===== src/aoma_pkg.sv =====
`default_nettype none

package aoma_pkg;

  localparam int SAMPLE_BITS = 12;
  localparam int CHAN_W      = 2;
  localparam int CHAN_NUM    = 4;
  localparam int VAL_W       = 14;
  localparam int ACC_W       = 32;
  localparam int OS_DIVISOR  = 4;
  localparam int OS_SHIFT    = $clog2(OS_DIVISOR);

  localparam logic [VAL_W-1:0] VAL_MAX = '1;

  typedef logic [CHAN_W-1:0]      chan_t;
  typedef logic [SAMPLE_BITS-1:0] sample_t;
  typedef logic [VAL_W-1:0]       val_t;
  typedef logic [ACC_W-1:0]       acc_t;

endpackage

`default_nettype wire


===== src/aoma_if.sv =====
`default_nettype none

interface aoma_in_if;
  import aoma_pkg::*;

  logic    valid;
  logic    ready;
  chan_t   chan;
  sample_t sample;
  logic    scan_end;

  modport source (output valid, chan, sample, scan_end, input ready);
  modport sink (input valid, chan, sample, scan_end, output ready);
endinterface

interface aoma_out_if;
  import aoma_pkg::*;

  logic  valid;
  logic  ready;
  chan_t chan_out;
  val_t  oversampled_value;
  val_t  averaged_value;
  logic  decimated;
  logic  window_full;

  modport source (output valid, chan_out, oversampled_value, averaged_value, decimated,
                  window_full, input ready);
  modport sink (input valid, chan_out, oversampled_value, averaged_value, decimated,
                window_full, output ready);
endinterface

`default_nettype wire


===== src/aoma_win_div.sv =====
`default_nettype none

module aoma_win_div #(
  parameter int WINDOW = 30,
  parameter int SUM_W  = 19
) (
  input  logic [SUM_W-1:0] sum,
  output aoma_pkg::val_t   quot
);
  import aoma_pkg::*;

  // exact floor division by reciprocal multiply for sums below WINDOW * 2**VAL_W
  localparam int SHIFT   = SUM_W + $clog2(WINDOW);
  localparam int RECIP_W = SUM_W + 2;
  localparam int PROD_W  = SUM_W + RECIP_W;
  localparam longint unsigned RECIP64 =
    ((64'd1 << SHIFT) + 64'(WINDOW) - 64'd1) / 64'(WINDOW);
  localparam logic [RECIP_W-1:0] RECIP = RECIP_W'(RECIP64);

  logic [PROD_W-1:0] prod;

  assign prod = PROD_W'(sum) * PROD_W'(RECIP);
  assign quot = prod[SHIFT +: VAL_W];

endmodule

`default_nettype wire


===== src/adc_oversample_moving_average.sv =====
// an accepted request passes the stage 1, stage 2 and output registers
// throughput: one request per cycle unless stalled, set by the read-modify-write
//   of the channel store and window ring with write-to-read forwarding
// a stalled output holds the whole pipeline; input ready follows output space
// reset: synchronous active low; clears control state and the valid bits of the
//   channel store and the window ring, so unwritten entries read as zero
`default_nettype none

module adc_oversample_moving_average #(
  parameter int WINDOW           = 30,
  parameter int OVERSAMPLE_COUNT = 16
) (
  input  logic        clk,
  input  logic        rst_n,
  input  logic        cfg_we,
  input  logic        cfg_wdata,
  aoma_in_if.sink     in_req,
  aoma_out_if.source  out_req
);
  import aoma_pkg::*;

  localparam int SUM_W      = VAL_W + $clog2(WINDOW);
  localparam int POS_W      = (WINDOW > 1) ? $clog2(WINDOW) : 1;
  localparam int CNT_W      = (OVERSAMPLE_COUNT > 1) ? $clog2(OVERSAMPLE_COUNT) : 1;
  localparam int RADDR_W    = CHAN_W + POS_W;
  localparam int RING_DEPTH = 1 << RADDR_W;
  localparam int OV_W       = ACC_W - OS_SHIFT;

  // control
  logic             enable_r, enable_nxt;
  logic [CNT_W-1:0] scan_cnt_r, scan_cnt_nxt;
  logic [POS_W-1:0] ring_pos_r, ring_pos_nxt;
  logic             filled_r, filled_nxt;

  // stores
  acc_t             acc_mem_r  [CHAN_NUM];
  val_t             ov_mem_r   [CHAN_NUM];
  logic [SUM_W-1:0] wsum_mem_r [CHAN_NUM];
  val_t             ring_mem_r [RING_DEPTH];
  logic [CHAN_NUM-1:0]   cvld_r;
  logic [RING_DEPTH-1:0] rvld_r;

  // stage 1
  logic             s1_valid_r;
  chan_t            s1_chan_r;
  sample_t          s1_sample_r;
  logic             s1_en_r;
  logic             s1_dscan_r;
  logic [POS_W-1:0] s1_pos_r;
  logic             s1_full_r;
  acc_t             rd_acc_r;
  val_t             rd_ov_r;
  logic [SUM_W-1:0] rd_wsum_r;
  logic             rd_cvld_r;
  val_t             rd_ring_r;
  logic             rd_rvld_r;

  // stage 2
  logic             s2_valid_r;
  chan_t            s2_chan_r;
  val_t             s2_ov_r;
  logic [SUM_W-1:0] s2_wsum_r;
  logic             s2_dec_r;
  logic             s2_full_r;

  // output register
  logic  out_valid_r;
  chan_t out_chan_r;
  val_t  out_ov_r;
  val_t  out_avg_r;
  logic  out_dec_r;
  logic  out_full_r;

  logic               adv, acc_in, dscan, pos_wrap;
  logic [RADDR_W-1:0] raddr, waddr;
  acc_t               old_acc, acc_sum, new_acc;
  val_t               old_ov, old_ring, ov_sat, new_ov;
  logic [SUM_W-1:0]   old_wsum, new_wsum;
  logic [OV_W-1:0]    ov_wide;
  logic               s1_dec, wr_c, wr_r, hit_c, hit_r;
  val_t               avg_q;

  assign adv          = !out_valid_r || out_req.ready;
  assign acc_in       = in_req.valid && adv;
  assign in_req.ready = adv;

  assign dscan    = (scan_cnt_r == CNT_W'(OVERSAMPLE_COUNT - 1));
  assign pos_wrap = (ring_pos_r == POS_W'(WINDOW - 1));

  always_comb begin
    enable_nxt   = cfg_we ? cfg_wdata : enable_r;
    scan_cnt_nxt = scan_cnt_r;
    ring_pos_nxt = ring_pos_r;
    filled_nxt   = filled_r;
    if (acc_in && enable_r && in_req.scan_end) begin
      if (dscan) begin
        scan_cnt_nxt = '0;
        ring_pos_nxt = pos_wrap ? '0 : ring_pos_r + POS_W'(1);
        filled_nxt   = filled_r | pos_wrap;
      end else begin
        scan_cnt_nxt = scan_cnt_r + CNT_W'(1);
      end
    end
  end

  always_ff @(posedge clk) begin
    if (!rst_n) begin
      enable_r   <= 1'b0;
      scan_cnt_r <= '0;
      ring_pos_r <= '0;
      filled_r   <= 1'b0;
    end else begin
      enable_r   <= enable_nxt;
      scan_cnt_r <= scan_cnt_nxt;
      ring_pos_r <= ring_pos_nxt;
      filled_r   <= filled_nxt;
    end
  end

  // read-modify-write of the channel record and ring entry
  always_comb begin
    old_acc  = rd_cvld_r ? rd_acc_r : '0;
    old_ov   = rd_cvld_r ? rd_ov_r : '0;
    old_wsum = rd_cvld_r ? rd_wsum_r : '0;
    old_ring = rd_rvld_r ? rd_ring_r : '0;
    acc_sum  = old_acc + ACC_W'(s1_sample_r);
    ov_wide  = acc_sum[ACC_W-1:OS_SHIFT];
    ov_sat   = (ov_wide > OV_W'(VAL_MAX)) ? VAL_MAX : ov_wide[VAL_W-1:0];
    s1_dec   = s1_en_r && s1_dscan_r;
    new_acc  = s1_en_r ? (s1_dec ? '0 : acc_sum) : old_acc;
    new_ov   = s1_dec ? ov_sat : old_ov;
    new_wsum = s1_dec ? (old_wsum - SUM_W'(old_ring) + SUM_W'(ov_sat)) : old_wsum;
  end

  assign wr_c  = s1_valid_r && s1_en_r;
  assign wr_r  = s1_valid_r && s1_dec;
  assign raddr = {in_req.chan, ring_pos_r};
  assign waddr = {s1_chan_r, s1_pos_r};
  assign hit_c = wr_c && (s1_chan_r == in_req.chan);
  assign hit_r = wr_r && (waddr == raddr);

  always_ff @(posedge clk) begin
    if (adv && wr_c) begin
      acc_mem_r[s1_chan_r]  <= new_acc;
      ov_mem_r[s1_chan_r]   <= new_ov;
      wsum_mem_r[s1_chan_r] <= new_wsum;
    end
    if (adv && wr_r) begin
      ring_mem_r[waddr] <= ov_sat;
    end
    if (adv) begin
      // forward the write of this edge to the read issued at it
      rd_acc_r  <= hit_c ? new_acc : acc_mem_r[in_req.chan];
      rd_ov_r   <= hit_c ? new_ov : ov_mem_r[in_req.chan];
      rd_wsum_r <= hit_c ? new_wsum : wsum_mem_r[in_req.chan];
      rd_cvld_r <= hit_c | cvld_r[in_req.chan];
      rd_ring_r <= hit_r ? ov_sat : ring_mem_r[raddr];
      rd_rvld_r <= hit_r | rvld_r[raddr];
    end
  end

  always_ff @(posedge clk) begin
    if (!rst_n) begin
      cvld_r <= '0;
      rvld_r <= '0;
    end else if (adv) begin
      if (wr_c) begin
        cvld_r[s1_chan_r] <= 1'b1;
      end
      if (wr_r) begin
        rvld_r[waddr] <= 1'b1;
      end
    end
  end

  // pipeline payload
  always_ff @(posedge clk) begin
    if (adv) begin
      s1_chan_r   <= in_req.chan;
      s1_sample_r <= in_req.sample;
      s1_en_r     <= enable_r;
      s1_dscan_r  <= dscan;
      s1_pos_r    <= ring_pos_r;
      s1_full_r   <= filled_nxt;
      s2_chan_r   <= s1_chan_r;
      s2_ov_r     <= new_ov;
      s2_wsum_r   <= new_wsum;
      s2_dec_r    <= s1_dec;
      s2_full_r   <= s1_full_r;
      out_chan_r  <= s2_chan_r;
      out_ov_r    <= s2_ov_r;
      out_avg_r   <= avg_q;
      out_dec_r   <= s2_dec_r;
      out_full_r  <= s2_full_r;
    end
  end

  always_ff @(posedge clk) begin
    if (!rst_n) begin
      s1_valid_r  <= 1'b0;
      s2_valid_r  <= 1'b0;
      out_valid_r <= 1'b0;
    end else if (adv) begin
      s1_valid_r  <= acc_in;
      s2_valid_r  <= s1_valid_r;
      out_valid_r <= s2_valid_r;
    end
  end

  aoma_win_div #(
    .WINDOW (WINDOW),
    .SUM_W  (SUM_W)
  ) u_win_div (
    .sum  (s2_wsum_r),
    .quot (avg_q)
  );

  assign out_req.valid             = out_valid_r;
  assign out_req.chan_out          = out_chan_r;
  assign out_req.oversampled_value = out_ov_r;
  assign out_req.averaged_value    = out_avg_r;
  assign out_req.decimated         = out_dec_r;
  assign out_req.window_full       = out_full_r;

`ifndef ASSERT_OFF
  a_pos_bound: assert property (@(posedge clk) disable iff (!rst_n)
    ring_pos_r <= POS_W'(WINDOW - 1))
    else $error("ring position beyond window");

  a_cnt_bound: assert property (@(posedge clk) disable iff (!rst_n)
    scan_cnt_r <= CNT_W'(OVERSAMPLE_COUNT - 1))
    else $error("scan count beyond oversample count");

  a_full_sticky: assert property (@(posedge clk) disable iff (!rst_n)
    filled_r |=> filled_r)
    else $error("window full flag dropped");

  a_ring_wr_chan_wr: assert property (@(posedge clk) disable iff (!rst_n)
    wr_r |-> wr_c)
    else $error("ring written without channel record update");
`endif

endmodule

`default_nettype wire


===== src/flat_wrapper.sv =====
// flat-port wrapper written by rule: the top's interface ports become plain ports
module adc_oversample_moving_average_flat import aoma_pkg::*;
#(
  parameter int WINDOW           = 30,
  parameter int OVERSAMPLE_COUNT = 16
)
  (clk, rst_n, cfg_we, cfg_wdata, in_req_valid, in_req_chan, in_req_sample, in_req_scan_end, in_req_ready, out_req_valid, out_req_chan_out, out_req_oversampled_value, out_req_averaged_value, out_req_decimated, out_req_window_full, out_req_ready);
  aoma_in_if in_req_i ();
  aoma_out_if out_req_i ();
  input  logic clk;
  input  logic rst_n;
  input  logic cfg_we;
  input  logic cfg_wdata;
  input wire logic [$bits(in_req_i.valid)-1:0] in_req_valid;
  input wire logic [$bits(in_req_i.chan)-1:0] in_req_chan;
  input wire logic [$bits(in_req_i.sample)-1:0] in_req_sample;
  input wire logic [$bits(in_req_i.scan_end)-1:0] in_req_scan_end;
  output wire logic [$bits(in_req_i.ready)-1:0] in_req_ready;
  output wire logic [$bits(out_req_i.valid)-1:0] out_req_valid;
  output wire logic [$bits(out_req_i.chan_out)-1:0] out_req_chan_out;
  output wire logic [$bits(out_req_i.oversampled_value)-1:0] out_req_oversampled_value;
  output wire logic [$bits(out_req_i.averaged_value)-1:0] out_req_averaged_value;
  output wire logic [$bits(out_req_i.decimated)-1:0] out_req_decimated;
  output wire logic [$bits(out_req_i.window_full)-1:0] out_req_window_full;
  input wire logic [$bits(out_req_i.ready)-1:0] out_req_ready;
  assign in_req_i.valid = in_req_valid;
  assign in_req_i.chan = in_req_chan;
  assign in_req_i.sample = in_req_sample;
  assign in_req_i.scan_end = in_req_scan_end;
  assign in_req_ready = in_req_i.ready;
  assign out_req_valid = out_req_i.valid;
  assign out_req_chan_out = out_req_i.chan_out;
  assign out_req_oversampled_value = out_req_i.oversampled_value;
  assign out_req_averaged_value = out_req_i.averaged_value;
  assign out_req_decimated = out_req_i.decimated;
  assign out_req_window_full = out_req_i.window_full;
  assign out_req_i.ready = out_req_ready;
  adc_oversample_moving_average #(.WINDOW(WINDOW), .OVERSAMPLE_COUNT(OVERSAMPLE_COUNT)) u_core (.clk(clk), .rst_n(rst_n), .cfg_we(cfg_we), .cfg_wdata(cfg_wdata), .in_req(in_req_i), .out_req(out_req_i));
endmodule

===== config.mk =====
export PLATFORM = sky130hd
export DESIGN_NAME = adc_oversample_moving_average_flat
export DESIGN_NICKNAME = d
export VERILOG_FILES = /design/src/aoma_pkg.sv /design/src/aoma_if.sv /design/src/aoma_win_div.sv /design/src/adc_oversample_moving_average.sv /design/src/flat_wrapper.sv
export SDC_FILE = /design/constraint.sdc
export NUM_CORES = 2
export LEC_CHECK = 0
export BUFFER_PORTS_ARGS = -buffer_cell sky130_fd_sc_hd__clkbuf_2
export CAP_MARGIN = 20
export CORE_MARGIN = 10
export CORE_UTILIZATION = 40
export DETAILED_ROUTE_END_ITERATION = 10
export GPL_TIMING_DRIVEN = 0
export SYNTH_ARGS = -nofsm -noshare
export SYNTH_HDL_FRONTEND = slang
export SYNTH_HIERARCHICAL = 1
export SYNTH_SLANG_ARGS = --single-unit

===== constraint.sdc =====
create_clock -name clk -period 28.2 [get_ports clk]
set_input_delay 2.82 -clock clk [delete_from_list [all_inputs] [get_ports clk]]
set_output_delay 2.82 -clock clk [all_outputs]
set_load 0.03 [all_outputs]

==> impl_metrics.json <==
{
  "start_util_pct": 40.1,
  "crit_type": "reg -> reg",
  "ys_seq_elements": 2370,
  "drv_slew": 0,
  "syn_inst": 4752,
  "finalClockSkew_ns": 0.0692,
  "drc_errors": 0,
  "met1_usage_pct": 26.2,
  "die_h_um": 511,
  "insertion_delay_ns": 0.89,
  "drtIter0Drc": 5493,
  "cts_buffers": 234,
  "num_vias": 49100,
  "synth-seq-area-share_pct": 72.3,
  "core_area_sq_mm": 0.240,
  "drt-total-wl_um": 245000,
  "finalSetupTns_ns": 0,
  "synth-async-reset-ratio_pct": 0,
  "critical-path-slowest-cell": "o21ai_0",
  "grt_usage_pct": 18.4,
  "grt_pass1_wl_um": 356000,
  "antenna_found_initial": 5,
  "avgSynthCellArea_sq_um": 20.3,
  "rsz0062_at_grt": "no",
  "dp_hpwl_um": 169000,
  "ys_types": 78,
  "place_area_sq_mm": 0.103,
  "yosys.area.top_type": "edfxtp_1",
  "yosys_most_used_dff": "edfxtp_1",
  "grt_max_degree": 120,
  "netlist.area_leader.share_pct": 69.3,
  "fin_area_sq_mm": 0.111,
  "drive_above_1_share_pct": 27.7,
  "cp-start-kind": "register",
  "first_pass_iters": 5,
  "whs_ns": 0.421,
  "maxCapViolCount": 0,
  "cts_tree": "built",
  "cts_setup_buffers": 0,
  "hold_depth": 0,
  "max_stage_delay_ns": 0.76,
  "top_usage_layer": "met2",
  "gp_congestion": 0.853,
  "clkSlewWorstSetupHoldPaths_ns": 0.06,
  "syn-num-nets": 4964,
  "chipWidth_um": 511,
  "wire_per_inst_um": 28.6,
  "setup_viol": 0,
  "die-area_sq_mm": 0.261,
  "reg2reg_depth": 30,
  "slew-limit-headroom_pct": 18.6,
  "io_pins": 55,
  "grt.met2_usage_pct": 29.2,
  "p_per_area_mw_per_mm2": 69.1,
  "max_freq_mhz": 91.2,
  "clockBufferDepth": 3,
  "cts-root-buf": "clkbuf_16",
  "hold_path.class": "reg -> reg",
  "cp_max_fo": 54,
  "clock_sinks": 2370,
  "required_ns": 28.73,
  "nets": 5393,
  "ys_warn_count": 6,
  "htree_levels": 4,
  "grt_pass1_vias": 49300,
  "grtUsageMet3_pct": 2.95,
  "port_buffers": 53,
  "grt.overflow.total": 0,
  "vias_per_cell": 5.73,
  "vdd_ir_drop_max_mv": 0.0610,
  "postCtsHoldBufs": 0,
  "synth.area.top_cells": "edfxtp_1 69%, mux4_2 16%, dfxtp_1 3.0%",
  "area_delta_synth_final_pct": 15.6,
  "min_period_ns": 10.96,
  "finalHoldViolCount": 0,
  "leakagePower_nw": 35.6,
  "outcome": "finished clean",
  "crit_top_cell": "clkbuf_1",
  "fin_crit_sh_pct": 38.9,
  "critPathCaptureType": "register",
  "rows": 180,
  "synth_edf_count": 2224,
  "worstPathArrival_ns": 11.49,
  "tightest_slew_ns": 1.22,
  "cts_resized": 0,
  "syn-cell-area_sq_mm": 0.0964,
  "ant_nets": 0
}
## kinds of logic after synthesis
group | count (synthesis) | share of synthesized area, %
AO/OA/AOI/OAI | 471 | 3.31
XOR/XNOR | 55 | 0.500
adder cells (fa/ha/maj) | 191 | 2.90
buffers and inverters | 350 | 1.46
flip-flops | 2370 | 72.3
multiplexers | 735 | 16.7
AND/OR/NAND/NOR | 580 | 2.77
## power breakdown
group          internal, mW  total [mW]  switching, mW
registers              4.00        4.02         0.0137
clock network          1.84        3.20           1.35
logic                 0.129       0.491          0.362
total                  5.97        7.70           1.73
## metrics by stage
step | power [mW] | std cells | util (%) | setup slack, ns
global placement | 4.59 | 7990 | 41.9 | 8.71
CTS | 7.76 | 8561 | 46.4 | 17.27
floorplan | 4.38 | 4752 | - | 15.82
global route | 7.95 | 8571 | 46.4 | 16.74
detailed placement | 4.58 | 8122 | 43.0 | 17.38
finish | 7.70 | 8573 | 46.4 | 17.24
## critical path, delay by kind of cell (launching register included)
kind | cells | cell delay (ns)
flops | 1 | 0.39
compound gates | 11 | 3.89
buf+inv | 9 | 3.16
mux | 2 | 0.39
simple gates | 4 | 0.88
fa+ha+maj | 4 | 1.84
## path summary, 6_finish.rpt
check | start | slack, ns | end
worst max register to register | u_core/rd_cvld_r | 17.24 | u_core/s2_wsum_r[18]
worst max-delay path | u_core/rd_cvld_r | 17.24 | u_core/s2_wsum_r[18]
worst min-delay path | u_core/s2_full_r | 0.42 | u_core/out_req.window_full
worst min register to register | u_core/s2_full_r | 0.42 | u_core/out_req.window_full
## cell usage in the layout, fill, tap and decap left out, types with 58 or more instances in the layout
| cell type | n |
|---|---|
| mux4_2 | 696 |
| o21a_1 | 145 |
| ha_1 | 137 |
| nor2_2 | 127 |
| inv_1 | 107 |
| nand2_1 | 194 |
| clkbuf_1 | 194 |
| dfxtp_1 | 146 |
| buf_8 | 93 |
| nor2_1 | 58 |
| o21ai_0 | 76 |
| edfxtp_1 | 2224 |
| a21oi_1 | 79 |
| clkbuf_16 | 237 |
## Yosys cell counts (all sizes together) (3+ instances only)
cell	count
edfxtp	2224
mux4	696
nand2	209
nor2	186
clkbuf	151
dfxtp	146
o21a	145
ha	137
inv	108
buf	90
a21oi	81
o21ai	78
fa	54
a31oi	50
and2	38
nand3	34
mux2	32
xor2	32
nor2b	28
xnor2	23
a211oi	22
a21o	22
nand4	17
nor3	14
o22ai	13
and3	12
a21boi	10
o2bb2ai	9
o31ai	9
and4	7
mux2i	7
o21bai	7
nand2b	5
nor4	5
or3	5
a2111oi	4
nor3b	4
o211ai	4
or2	4
a22oi	3
nand3b	3
nand4b	3
## layer usage
layer / share of wire [%] / vias to the layer above
li1: - / 20400
met1: 42 / 26200
met2: 47 / 1977
met3: 7.0 / 434
met4: 3.4 / 2
met5: 0.0045 / -
## flip-flops by register name, summed over array words and instances, names as in the netlist, 4 cells and up
signal and count:
u_core/ov_mem_r 56, u_core/rd_acc_r 32, u_core/ring_mem_r 1792, u_core/rd_ov_r 14, u_core/scan_cnt_r 4, u_core/cvld_r 4, u_core/s1_sample_r 12, u_core/s1_pos_r 5
u_core/s2_ov_r 14, u_core/rvld_r 128, u_core/out_req.oversampled_value 14, u_core/rd_ring_r 14, u_core/out_req.averaged_value 14, u_core/rd_wsum_r 19, u_core/ring_pos_r 5, u_core/s2_wsum_r 19
u_core/acc_mem_r 128, u_core/wsum_mem_r 76
## layout make-up
class	count	area (sq um)
fillers	20000	129000
flip-flops and latches	2370	69700
multi-input cells	2032	25700
clock buffers	292	6250
well taps	3185	3990
repair buffers	193	2630
clock inverters	147	1740
plain buffers	241	995
inverters	109	417
diodes	4	10.0
Power figures use the tool's default switching activity.
